<file path="src/rtl/hlb_pkg.sv">
// Shared types and constants for the HD44780 LCD bus sequencer.
// Holds the phase enum, the queued tick item, the result record and the config record.
// No dependencies.
package hlb_pkg;

    // Width of the strobe high-time counter
    localparam int TICK_W = 16;
    localparam int STROBE_W = 16;
    // Compare width wide enough for counter + 1 and for the strobe length
    localparam int CMP_W = ((TICK_W > STROBE_W) ? TICK_W : STROBE_W) + 1;

    localparam logic [7:0] BUSY_BIT = 8'h80;
    localparam logic [7:0] HI_NIB   = 8'hF0;
    localparam logic [7:0] LO_NIB   = 8'h0F;

    // Configuration register indexes
    localparam logic CFG_BUS_EIGHT_BIT = 1'b0;
    localparam logic CFG_STROBE_TICKS  = 1'b1;

    localparam logic                RST_BUS_EIGHT_BIT = 1'b1;
    localparam logic [STROBE_W-1:0] RST_STROBE_TICKS  = STROBE_W'(1000);

    typedef enum logic [3:0] {
        PH_IDLE = 4'd0,
        PH_RD1H = 4'd1,
        PH_RD1L = 4'd2,
        PH_RD2H = 4'd3,
        PH_RD2L = 4'd4,
        PH_WR1H = 4'd5,
        PH_WR1L = 4'd6,
        PH_WR2H = 4'd7,
        PH_WR2L = 4'd8
    } t_phase;

    // One clock tick as classified by the front end
    typedef struct packed {
        logic       has_req;
        logic       is_data;
        logic [7:0] req_byte;
        logic [7:0] pins;
    } t_item;

    // Pin levels and status produced for one tick
    typedef struct packed {
        logic       enable;
        logic       register_select;
        logic       read_not_write;
        logic [7:0] data_out;
        logic       data_drive;
        logic       ready_res;
        logic [7:0] status_byte;
    } t_result;

    typedef struct packed {
        logic                bus_eight_bit;
        logic [STROBE_W-1:0] strobe_ticks;
    } t_cfg;

endpackage

</file>
<file path="src/rtl/hlb_queue.sv">
// Two-entry tick queue between the front end and the bus sequencer.
// Depends on hlb_pkg for the t_item record.
module hlb_queue (
    input  logic          i_clk,
    input  logic          i_rst_n,
    input  logic          i_push,
    input  hlb_pkg::t_item i_item,
    output logic          o_full,
    input  logic          i_pop,
    output logic          o_nonempty,
    output hlb_pkg::t_item o_item
);

    hlb_pkg::t_item r_mem [2];
    logic       r_wr_ptr;
    logic       r_rd_ptr;
    logic [1:0] r_count;

    assign o_full     = (r_count == 2'd2);
    assign o_nonempty = (r_count != 2'd0);
    assign o_item     = r_mem[r_rd_ptr];

    // Store pushed items
    always_ff @(posedge i_clk) begin
        if (i_push) begin
            r_mem[r_wr_ptr] <= i_item;
        end
    end

    // Advance pointers and occupancy
    always_ff @(posedge i_clk) begin
        if (!i_rst_n) begin
            r_wr_ptr <= 1'b0;
            r_rd_ptr <= 1'b0;
            r_count  <= 2'd0;
        end else begin
            if (i_push) begin
                r_wr_ptr <= ~r_wr_ptr;
            end
            if (i_pop) begin
                r_rd_ptr <= ~r_rd_ptr;
            end
            if (i_push && !i_pop) begin
                r_count <= r_count + 2'd1;
            end else if (i_pop && !i_push) begin
                r_count <= r_count - 2'd1;
            end
        end
    end

endmodule

</file>
<file path="src/rtl/hlb_seq.sv">
// Bus sequencer back end: steps the busy-poll / write state machine once per tick
// and holds the tick's result in an output register. Depends on hlb_pkg.
module hlb_seq (
    input  logic            i_clk,
    input  logic            i_rst_n,
    input  hlb_pkg::t_cfg   i_cfg,
    input  logic            i_item_valid,
    input  hlb_pkg::t_item  i_item,
    output logic            o_pop,
    output logic            o_res_valid,
    input  logic            i_res_ready,
    output hlb_pkg::t_result o_res
);

    hlb_pkg::t_phase r_phase, n_phase;
    logic [hlb_pkg::TICK_W-1:0] r_tick, n_tick;
    logic [7:0] r_pending_byte, n_pending_byte;
    logic       r_pending_is_data, n_pending_is_data;
    logic [3:0] r_rd_hi, n_rd_hi;
    logic [7:0] r_last_status, n_last_status;
    logic       r_res_valid;
    hlb_pkg::t_result r_res, n_res;

    logic                      w_step;
    logic                      w_done;
    logic [hlb_pkg::CMP_W-1:0] w_limit;
    logic [hlb_pkg::CMP_W-1:0] w_inc;
    logic [7:0]                w_status_rd2;

    // Step when a tick is queued and the output slot is free or draining
    assign w_step      = i_item_valid && (!r_res_valid || i_res_ready);
    assign o_pop       = w_step;
    assign o_res_valid = r_res_valid;
    assign o_res       = r_res;

    // Strobe end: last high tick reached or counter saturated
    always_comb begin
        w_limit = (i_cfg.strobe_ticks == '0) ? hlb_pkg::CMP_W'(1)
                                              : hlb_pkg::CMP_W'(i_cfg.strobe_ticks);
        w_inc   = hlb_pkg::CMP_W'(r_tick) + hlb_pkg::CMP_W'(1);
        w_done  = (w_inc >= w_limit) || (r_tick == '1);
    end

    assign w_status_rd2 = {r_rd_hi, i_item.pins[7:4]};

    // Next state
    always_comb begin
        n_phase           = r_phase;
        n_tick            = r_tick;
        n_pending_byte    = r_pending_byte;
        n_pending_is_data = r_pending_is_data;
        n_rd_hi           = r_rd_hi;
        n_last_status     = r_last_status;
        unique case (r_phase)
            hlb_pkg::PH_IDLE: begin
                if (i_item.has_req) begin
                    n_pending_byte    = i_item.req_byte;
                    n_pending_is_data = i_item.is_data;
                    n_tick            = '0;
                    n_phase           = hlb_pkg::PH_RD1H;
                end
            end
            hlb_pkg::PH_RD1H: begin
                n_tick = w_done ? '0 : r_tick + 1'b1;
                if (w_done) begin
                    if (i_cfg.bus_eight_bit) begin
                        n_last_status = i_item.pins;
                    end else begin
                        n_rd_hi = i_item.pins[7:4];
                    end
                    n_phase = hlb_pkg::PH_RD1L;
                end
            end
            hlb_pkg::PH_RD1L: begin
                n_tick = '0;
                if (!i_cfg.bus_eight_bit) begin
                    n_phase = hlb_pkg::PH_RD2H;
                end else if ((r_last_status & hlb_pkg::BUSY_BIT) != 8'h00) begin
                    n_phase = hlb_pkg::PH_RD1H;
                end else begin
                    n_phase = hlb_pkg::PH_WR1H;
                end
            end
            hlb_pkg::PH_RD2H: begin
                n_tick = w_done ? '0 : r_tick + 1'b1;
                if (w_done) begin
                    n_last_status = w_status_rd2;
                    n_phase       = hlb_pkg::PH_RD2L;
                end
            end
            hlb_pkg::PH_RD2L: begin
                n_tick  = '0;
                n_phase = ((r_last_status & hlb_pkg::BUSY_BIT) != 8'h00) ? hlb_pkg::PH_RD1H
                                                                          : hlb_pkg::PH_WR1H;
            end
            hlb_pkg::PH_WR1H, hlb_pkg::PH_WR2H: begin
                n_tick = w_done ? '0 : r_tick + 1'b1;
                if (w_done) begin
                    n_phase = (r_phase == hlb_pkg::PH_WR1H) ? hlb_pkg::PH_WR1L
                                                            : hlb_pkg::PH_WR2L;
                end
            end
            hlb_pkg::PH_WR1L: begin
                n_tick  = '0;
                n_phase = i_cfg.bus_eight_bit ? hlb_pkg::PH_IDLE : hlb_pkg::PH_WR2H;
            end
            hlb_pkg::PH_WR2L: begin
                n_tick  = '0;
                n_phase = hlb_pkg::PH_IDLE;
            end
            default: begin
                n_tick  = '0;
                n_phase = hlb_pkg::PH_IDLE;
            end
        endcase
    end

    // Outputs for this tick, from the phase at its start
    always_comb begin
        n_res                 = '0;
        n_res.data_drive      = 1'b1;
        n_res.status_byte     = n_last_status;
        unique case (r_phase)
            hlb_pkg::PH_IDLE: begin
                n_res.ready_res = i_item.has_req;
            end
            hlb_pkg::PH_RD1H, hlb_pkg::PH_RD2H: begin
                n_res.enable         = 1'b1;
                n_res.read_not_write = 1'b1;
                n_res.data_drive     = 1'b0;
            end
            hlb_pkg::PH_RD1L, hlb_pkg::PH_RD2L: begin
                n_res.read_not_write = 1'b1;
                n_res.data_drive     = 1'b0;
            end
            hlb_pkg::PH_WR1H, hlb_pkg::PH_WR1L: begin
                n_res.enable          = (r_phase == hlb_pkg::PH_WR1H);
                n_res.register_select = r_pending_is_data;
                n_res.data_out        = i_cfg.bus_eight_bit ? r_pending_byte
                                                            : (r_pending_byte & hlb_pkg::HI_NIB);
            end
            hlb_pkg::PH_WR2H, hlb_pkg::PH_WR2L: begin
                n_res.enable          = (r_phase == hlb_pkg::PH_WR2H);
                n_res.register_select = r_pending_is_data;
                n_res.data_out        = {r_pending_byte[3:0], 4'h0};
            end
            default: begin
                n_res.data_drive = 1'b1;
            end
        endcase
    end

    // Hold sequencer state between ticks
    always_ff @(posedge i_clk) begin
        if (!i_rst_n) begin
            r_phase           <= hlb_pkg::PH_IDLE;
            r_tick            <= '0;
            r_pending_byte    <= 8'h00;
            r_pending_is_data <= 1'b0;
            r_rd_hi           <= 4'h0;
            r_last_status     <= 8'h00;
        end else if (w_step) begin
            r_phase           <= n_phase;
            r_tick            <= n_tick;
            r_pending_byte    <= n_pending_byte;
            r_pending_is_data <= n_pending_is_data;
            r_rd_hi           <= n_rd_hi;
            r_last_status     <= n_last_status;
        end
    end

    // Output register valid flag
    always_ff @(posedge i_clk) begin
        if (!i_rst_n) begin
            r_res_valid <= 1'b0;
        end else if (w_step) begin
            r_res_valid <= 1'b1;
        end else if (i_res_ready) begin
            r_res_valid <= 1'b0;
        end
    end

    // Output register payload
    always_ff @(posedge i_clk) begin
        if (w_step) begin
            r_res <= n_res;
        end
    end

endmodule

</file>
<file path="src/rtl/hd44780_lcd_bus_sequencer.sv">
// HD44780 LCD bus sequencer: one input transaction per clock tick, one result per tick.
// A tick is queued, then its result is registered in the output register once that is free.
// Throughput: one tick per cycle unless the output stalls; one sequencer step per popped tick.
// Reset (synchronous, active low): phase idle, counters and status zero, 8-bit bus,
// strobe length 1000 ticks, queue and output register empty.
// Depends on hlb_pkg, hlb_queue and hlb_seq.
module hd44780_lcd_bus_sequencer (
    input  logic       i_clk,
    input  logic       i_rst_n,
    input  logic       i_valid,
    output logic       o_ready,
    input  logic       i_request_valid,
    input  logic       i_request_is_data,
    input  logic [7:0] i_request_byte,
    input  logic [7:0] i_pins_in,
    output logic       o_valid,
    input  logic       i_ready,
    output logic       o_enable,
    output logic       o_register_select,
    output logic       o_read_not_write,
    output logic [7:0] o_data_out,
    output logic       o_data_drive,
    output logic       o_ready_res,
    output logic [7:0] o_status_byte,
    input  logic       i_cfg_we,
    input  logic       i_cfg_index,
    input  logic [hlb_pkg::STROBE_W-1:0] i_cfg_data
);

    hlb_pkg::t_cfg    r_cfg;
    hlb_pkg::t_item   w_item;
    hlb_pkg::t_item   w_head;
    hlb_pkg::t_result w_res;
    logic w_full;
    logic w_nonempty;
    logic w_pop;
    logic w_push;

    // Configuration registers
    always_ff @(posedge i_clk) begin
        if (!i_rst_n) begin
            r_cfg.bus_eight_bit <= hlb_pkg::RST_BUS_EIGHT_BIT;
            r_cfg.strobe_ticks  <= hlb_pkg::RST_STROBE_TICKS;
        end else if (i_cfg_we) begin
            unique case (i_cfg_index)
                hlb_pkg::CFG_BUS_EIGHT_BIT: r_cfg.bus_eight_bit <= i_cfg_data[0];
                hlb_pkg::CFG_STROBE_TICKS:  r_cfg.strobe_ticks  <= i_cfg_data;
                default: ;
            endcase
        end
    end

    // Front end: classify the tick and push it into the queue
    assign w_item.has_req  = i_request_valid;
    assign w_item.is_data  = i_request_is_data;
    assign w_item.req_byte = i_request_byte;
    assign w_item.pins     = i_pins_in;
    assign o_ready         = !w_full;
    assign w_push          = i_valid && !w_full;

    hlb_queue u_queue (
        .i_clk      (i_clk),
        .i_rst_n    (i_rst_n),
        .i_push     (w_push),
        .i_item     (w_item),
        .o_full     (w_full),
        .i_pop      (w_pop),
        .o_nonempty (w_nonempty),
        .o_item     (w_head)
    );

    hlb_seq u_seq (
        .i_clk       (i_clk),
        .i_rst_n     (i_rst_n),
        .i_cfg       (r_cfg),
        .i_item_valid(w_nonempty),
        .i_item      (w_head),
        .o_pop       (w_pop),
        .o_res_valid (o_valid),
        .i_res_ready (i_ready),
        .o_res       (w_res)
    );

    assign o_enable          = w_res.enable;
    assign o_register_select = w_res.register_select;
    assign o_read_not_write  = w_res.read_not_write;
    assign o_data_out        = w_res.data_out;
    assign o_data_drive      = w_res.data_drive;
    assign o_ready_res       = w_res.ready_res;
    assign o_status_byte     = w_res.status_byte;

endmodule
</file>
<file path="config.mk">
export PLATFORM = sky130hd
export DESIGN_NAME = hd44780_lcd_bus_sequencer
export DESIGN_NICKNAME = d
export VERILOG_FILES = /design/src/rtl/hlb_pkg.sv /design/src/rtl/hlb_queue.sv /design/src/rtl/hlb_seq.sv /design/src/rtl/hd44780_lcd_bus_sequencer.sv
export SDC_FILE = /design/constraint.sdc
export NUM_CORES = 1
export LEC_CHECK = 0
export ABC_CLOCK_PERIOD_IN_PS = 5500
export BUFFER_PORTS_ARGS = -buffer_cell sky130_fd_sc_hd__buf_2
export CORE_MARGIN = 4
export CORE_UTILIZATION = 45
export CTS_CLUSTER_SIZE = 40
export DETAILED_ROUTE_END_ITERATION = 8
export SYNTH_ARGS = -nofsm -noshare
export SYNTH_HDL_FRONTEND = slang
export SYNTH_SLANG_ARGS = --single-unit
</file>
<file path="constraint.sdc">
create_clock -name i_clk -period 5.5 [get_ports i_clk]
set_clock_uncertainty 0.1 [all_clocks]
set_input_delay 1.1 -clock i_clk [delete_from_list [all_inputs] [get_ports i_clk]]
set_output_delay 1.1 -clock i_clk [all_outputs]
set_load 0.05 [all_outputs]
</file>
==> tab_implementation.tex <==
\begin{tabular}{lr}
\hline
Metric & Value \\
\hline
\multicolumn{2}{l}{\textbf{Die}} \\
Total core area & 0.01201 mm2 \\
Die outline area & 0.01414 mm2 \\
Floorplan row count & 40 \\
Height of the die & 118.9 um \\
Number of ports placed on the die boundary & 63 \\
Initial Util & 46.09\% \\
Die width & 118.9 um \\
\multicolumn{2}{l}{\textbf{Power}} \\
Total power density per cell area & 480.3 mW/mm2 \\
Overall power of the completed layout & 3.137 mW \\
P\_leak & 2.573 nW \\
Maximum ir drop on the vdd rail & 0.4806 mV \\
\multicolumn{2}{l}{\textbf{Synth}} \\
Multiplexer fraction of the synthesized cell area & 4.610\% \\
Yosys reg bits & 121 \\
Number of warnings reported in the yosys synthesis log & 0 \\
Post-synthesis share of cell area spent on and, or, nand and nor gates & 15.39\% \\
Async set-or-reset flop fraction in the synthesized netlist & 0\% \\
Synth Area per Inst & 10.47 um2 \\
Largest cells by area after synthesis & sky130\_fd\_sc\_hd\_\_edfxtp\_1 (31\%), sky130\_fd\_sc\_hd\_\_dfxtp\_1 (23\%), sky130\_fd\_sc\_hd\_\_ha\_1 (4.1\%) \\
Adder-cell area share of the yosys netlist & 4.068\% \\
Library cell with the largest summed area after synthesis & sky130\_fd\_sc\_hd\_\_edfxtp\_1 \\
Primary FF master, synth & sky130\_fd\_sc\_hd\_\_dfxtp\_1 \\
Post-synthesis cell area & 0.005537 mm2 \\
Compound-gate portion of the synthesized area & 14.96\% \\
Area share of xor/xnor cells in the synthesized design & 3.006\% \\
Post-synth EDFFs & 57 \\
Portion of synthesized cell area occupied by the leading cell type & 30.92\% \\
Syn nets & 587 \\
Sequential element share of the synthesized area & 54.06\% \\
Syn Inst Count & 529 \\
Combinational family with the most area after synthesis & simple AND/OR/NAND/NOR gates \\
Unique masters post-synth & 60 \\
\multicolumn{2}{l}{\textbf{Cells and area}} \\
Fraction of layout cells with a size suffix above 1 & 18.94\% \\
Synth-to-Final Area Change & 17.97\% \\
Number of inserted filler cells in the final layout & 1091 \\
Post-layout nets & 647 \\
Antenna fix cells & 0 \\
Footprint of the multi-input gates & 0.002327 mm2 \\
Sequential cell area & 0.002993 mm2 \\
\multicolumn{2}{l}{\textbf{Detailed routing}} \\
Number of vias in the routed layout & 4169 \\
Initial DRC Count & 291 \\
Total routed wirelength & 11780 um \\
Routed WL per cell & 15.72 um \\
Number of vias per cell after detailed routing & 5.566 \\
Residual DRC & 0 \\
Antenna violation net count after detailed routing & 0 \\
DR pass1 iterations & 5 \\
\multicolumn{2}{l}{\textbf{Flow run}} \\
Number of max-cap violations & 0 \\
\multicolumn{2}{l}{\textbf{Clock tree}} \\
H-tree lvl count & 4 \\
Clock network latency to the later pin of the worst-skew pair & 410 ps \\
Total clock sinks & 121 \\
Hold-fix buffers, CTS & 0 \\
CTS root buf & sky130\_fd\_sc\_hd\_\_clkbuf\_16 \\
Resized cells post-CTS & 0 \\
Clock tree from TritonCTS & done \\
Maximum clock path buffer count & 2 \\
Clock Pin Slew Worst Setup and Hold Paths & 50 ps \\
TritonCTS Buffers & 17 \\
Number of setup buffers added after CTS & 0 \\
\multicolumn{2}{l}{\textbf{STA}} \\
RSZ-0062 raised after global routing & false \\
Crit path time final & 4087 ps \\
Highest clock rate & 244.7 MHz \\
Rel. slew slack & 24.22\% \\
Final number of setup-violating endpoints & 0 \\
Final period utilization & 74.31\% \\
Final sum of negative setup slack & 0 ps \\
Actual transition at the worst max-transition pin & 1135 ps \\
Fin. max-slew vios & 0 \\
Final count of hold timing violations & 0 \\
\multicolumn{2}{l}{\textbf{Worst setup path}} \\
Worst Path Arrival & 4090 ps \\
Critical path class & flip-flop to flip-flop \\
Req. time, crit path & 5510 ps \\
Crit end category & flip-flop \\
CP max FO & 8 \\
Setup crit start kind & flip-flop \\
\multicolumn{2}{l}{\textbf{Placed design}} \\
HPWL reported at the end of detailed placement & 8198 um \\
I/O Buffers & 62 \\
Final RePlAce weighted congestion & 0.7644 \\
\multicolumn{2}{l}{\textbf{GRT}} \\
GR Overflow Total & 0 \\
All-Layer GR Usage & 17.15\% \\
Wire length of the first global-routing pass & 19290 um \\
Number of antenna violations at the first check in global routing & 0 \\
Via count of the first global-routing pass & 4061 \\
Maximum number of pins on one net before global-route repair & 47 \\
\multicolumn{2}{l}{\textbf{Status}} \\
Status & completed \\
\multicolumn{2}{l}{\textbf{Hold path}} \\
Min-delay worst type & flip-flop to flip-flop \\
\hline
\end{tabular}
worst max-delay path, stage by stage (launching register included):
cell and delay (ps):
sky130_fd_sc_hd__dfxtp_1 430, sky130_fd_sc_hd__ha_1 300, sky130_fd_sc_hd__nand2_1 120, sky130_fd_sc_hd__nor3_4 290, sky130_fd_sc_hd__and3_1 230, sky130_fd_sc_hd__xor2_1 270
sky130_fd_sc_hd__ha_1 220, sky130_fd_sc_hd__nand4_1 160, sky130_fd_sc_hd__o41ai_1 440, sky130_fd_sc_hd__a31oi_1 120, sky130_fd_sc_hd__o211a_2 250, sky130_fd_sc_hd__nor4_2 650
sky130_fd_sc_hd__a222oi_1 210
layout make-up:
type / count / area share (%)
clock buffer: 20 / 6.686
clock inverter: 12 / 2.222
inverter: 34 / 1.954
multi-input combinational: 352 / 35.63
sequential: 121 / 45.82
tap: 147 / 2.816
timing repair buffer: 63 / 4.866
through the flow:
stage	setup slack, ps	util [%]	hold WS [ps]	std cells	cell area (um2)
after floorplan	2324	-	336.4	529	5537
after global placement	1495	49.53	346.4	717	5949
after detailed placement	1427	49.53	361.5	717	5949
after CTS	1417	54.37	368.8	749	6531
after global routing	1106	54.37	397.4	749	6531
final	1413	54.37	367.5	749	6531
layout by cell type (no fill, tap or decap), types with 7 or more instances in the layout:
cell	synthesis	final
sky130_fd_sc_hd__a21oi_1	23	23
sky130_fd_sc_hd__nor2_1	43	43
sky130_fd_sc_hd__xor2_1	10	10
sky130_fd_sc_hd__nand3_1	18	18
sky130_fd_sc_hd__and3_1	15	15
sky130_fd_sc_hd__a211oi_1	17	17
sky130_fd_sc_hd__o22ai_1	7	7
sky130_fd_sc_hd__mux2i_1	21	21
sky130_fd_sc_hd__buf_2	5	62
sky130_fd_sc_hd__a222oi_1	7	7
sky130_fd_sc_hd__ha_1	18	18
sky130_fd_sc_hd__nand2_1	53	53
sky130_fd_sc_hd__nor3_1	8	8
sky130_fd_sc_hd__o21ai_0	16	16
sky130_fd_sc_hd__inv_1	31	31
sky130_fd_sc_hd__edfxtp_1	57	57
sky130_fd_sc_hd__xnor2_1	9	9
sky130_fd_sc_hd__clkbuf_16	0	17
sky130_fd_sc_hd__dfxtp_1	64	64
metal layers:
metal	up-vias	track usage [%]	wire length, um
met5	-	0	0
met4	0	6.227	121
met3	14	5.271	541
met2	98	29.13	5975
met1	1984	20.53	5136
li1	2073	-	-
Yosys cell counts (3+ instances only):
| cell | n |
|---|---|
| sky130_fd_sc_hd__buf_1 | 6 |
| sky130_fd_sc_hd__mux2_2 | 4 |
| sky130_fd_sc_hd__a31oi_1 | 5 |
| sky130_fd_sc_hd__dfxtp_1 | 64 |
| sky130_fd_sc_hd__and3_1 | 15 |
| sky130_fd_sc_hd__a221oi_1 | 3 |
| sky130_fd_sc_hd__o21ai_1 | 3 |
| sky130_fd_sc_hd__o211ai_1 | 6 |
| sky130_fd_sc_hd__o31ai_1 | 5 |
| sky130_fd_sc_hd__nand2_1 | 53 |
| sky130_fd_sc_hd__a22oi_1 | 3 |
| sky130_fd_sc_hd__edfxtp_1 | 57 |
| sky130_fd_sc_hd__a22o_1 | 4 |
| sky130_fd_sc_hd__nand3_1 | 18 |
| sky130_fd_sc_hd__a211oi_1 | 17 |
| sky130_fd_sc_hd__ha_1 | 18 |
| sky130_fd_sc_hd__nor4_1 | 3 |
| sky130_fd_sc_hd__o22ai_1 | 7 |
| sky130_fd_sc_hd__nor2b_1 | 5 |
| sky130_fd_sc_hd__nand4_1 | 6 |
| sky130_fd_sc_hd__mux2i_1 | 21 |
| sky130_fd_sc_hd__o21ai_0 | 16 |
| sky130_fd_sc_hd__inv_1 | 31 |
| sky130_fd_sc_hd__clkbuf_1 | 11 |
| sky130_fd_sc_hd__xor2_1 | 10 |
| sky130_fd_sc_hd__buf_2 | 5 |
| sky130_fd_sc_hd__a222oi_1 | 7 |
| sky130_fd_sc_hd__a21oi_1 | 23 |
| sky130_fd_sc_hd__nor2_1 | 43 |
| sky130_fd_sc_hd__nor3_1 | 8 |
| sky130_fd_sc_hd__xnor2_1 | 9 |
| sky130_fd_sc_hd__or3_1 | 4 |
| sky130_fd_sc_hd__nand2b_1 | 3 |
| sky130_fd_sc_hd__or2_2 | 3 |
kinds of logic after synthesis:
group / Yosys count
xor gates and xnor gates: 19
adders and majority gates: 18
muxes: 25
and+or+nand+nor: 174
AOI/OAI and AO/OA: 116
buffers and inverters: 56
DFF: 121
flip-flops by register name, indices dropped and copies added, names as in the netlist, named ones only:
signal                   count
u_seq.r_rd_hi                4
u_queue.r_rd_ptr             1
u_seq.r_phase                4
u_queue.r_wr_ptr             1
u_seq.r_pending_byte         8
u_seq.r_tick                16
u_queue.r_mem               36
u_seq.r_pending_is_data      1
u_seq.o_res                 21
u_seq.o_res_valid            1
u_seq.r_last_status          8
u_queue.r_count              2
r_cfg                       17
worst paths after layout:
kind         slack [ps]                         start  cells after the start                       end
max                1410  u_seq.r_tick[0]$_SDFFE_PN0P_                     12  u_seq.o_res[0]$_DFFE_PP_
min                 370         r_cfg[0]$_SDFFE_PN0P_                      2     r_cfg[0]$_SDFFE_PN0P_
max reg2reg        1410  u_seq.r_tick[0]$_SDFFE_PN0P_                     12  u_seq.o_res[0]$_DFFE_PP_
min reg2reg         370         r_cfg[0]$_SDFFE_PN0P_                      2     r_cfg[0]$_SDFFE_PN0P_
power by group:
part	internal [mW]	leakage (nW)	switching, mW
clock network	0.673	0.275	0.399
logic	0.212	1.23	0.588
registers	1.16	1.06	0.109
(Power assumes the default switching activity.)
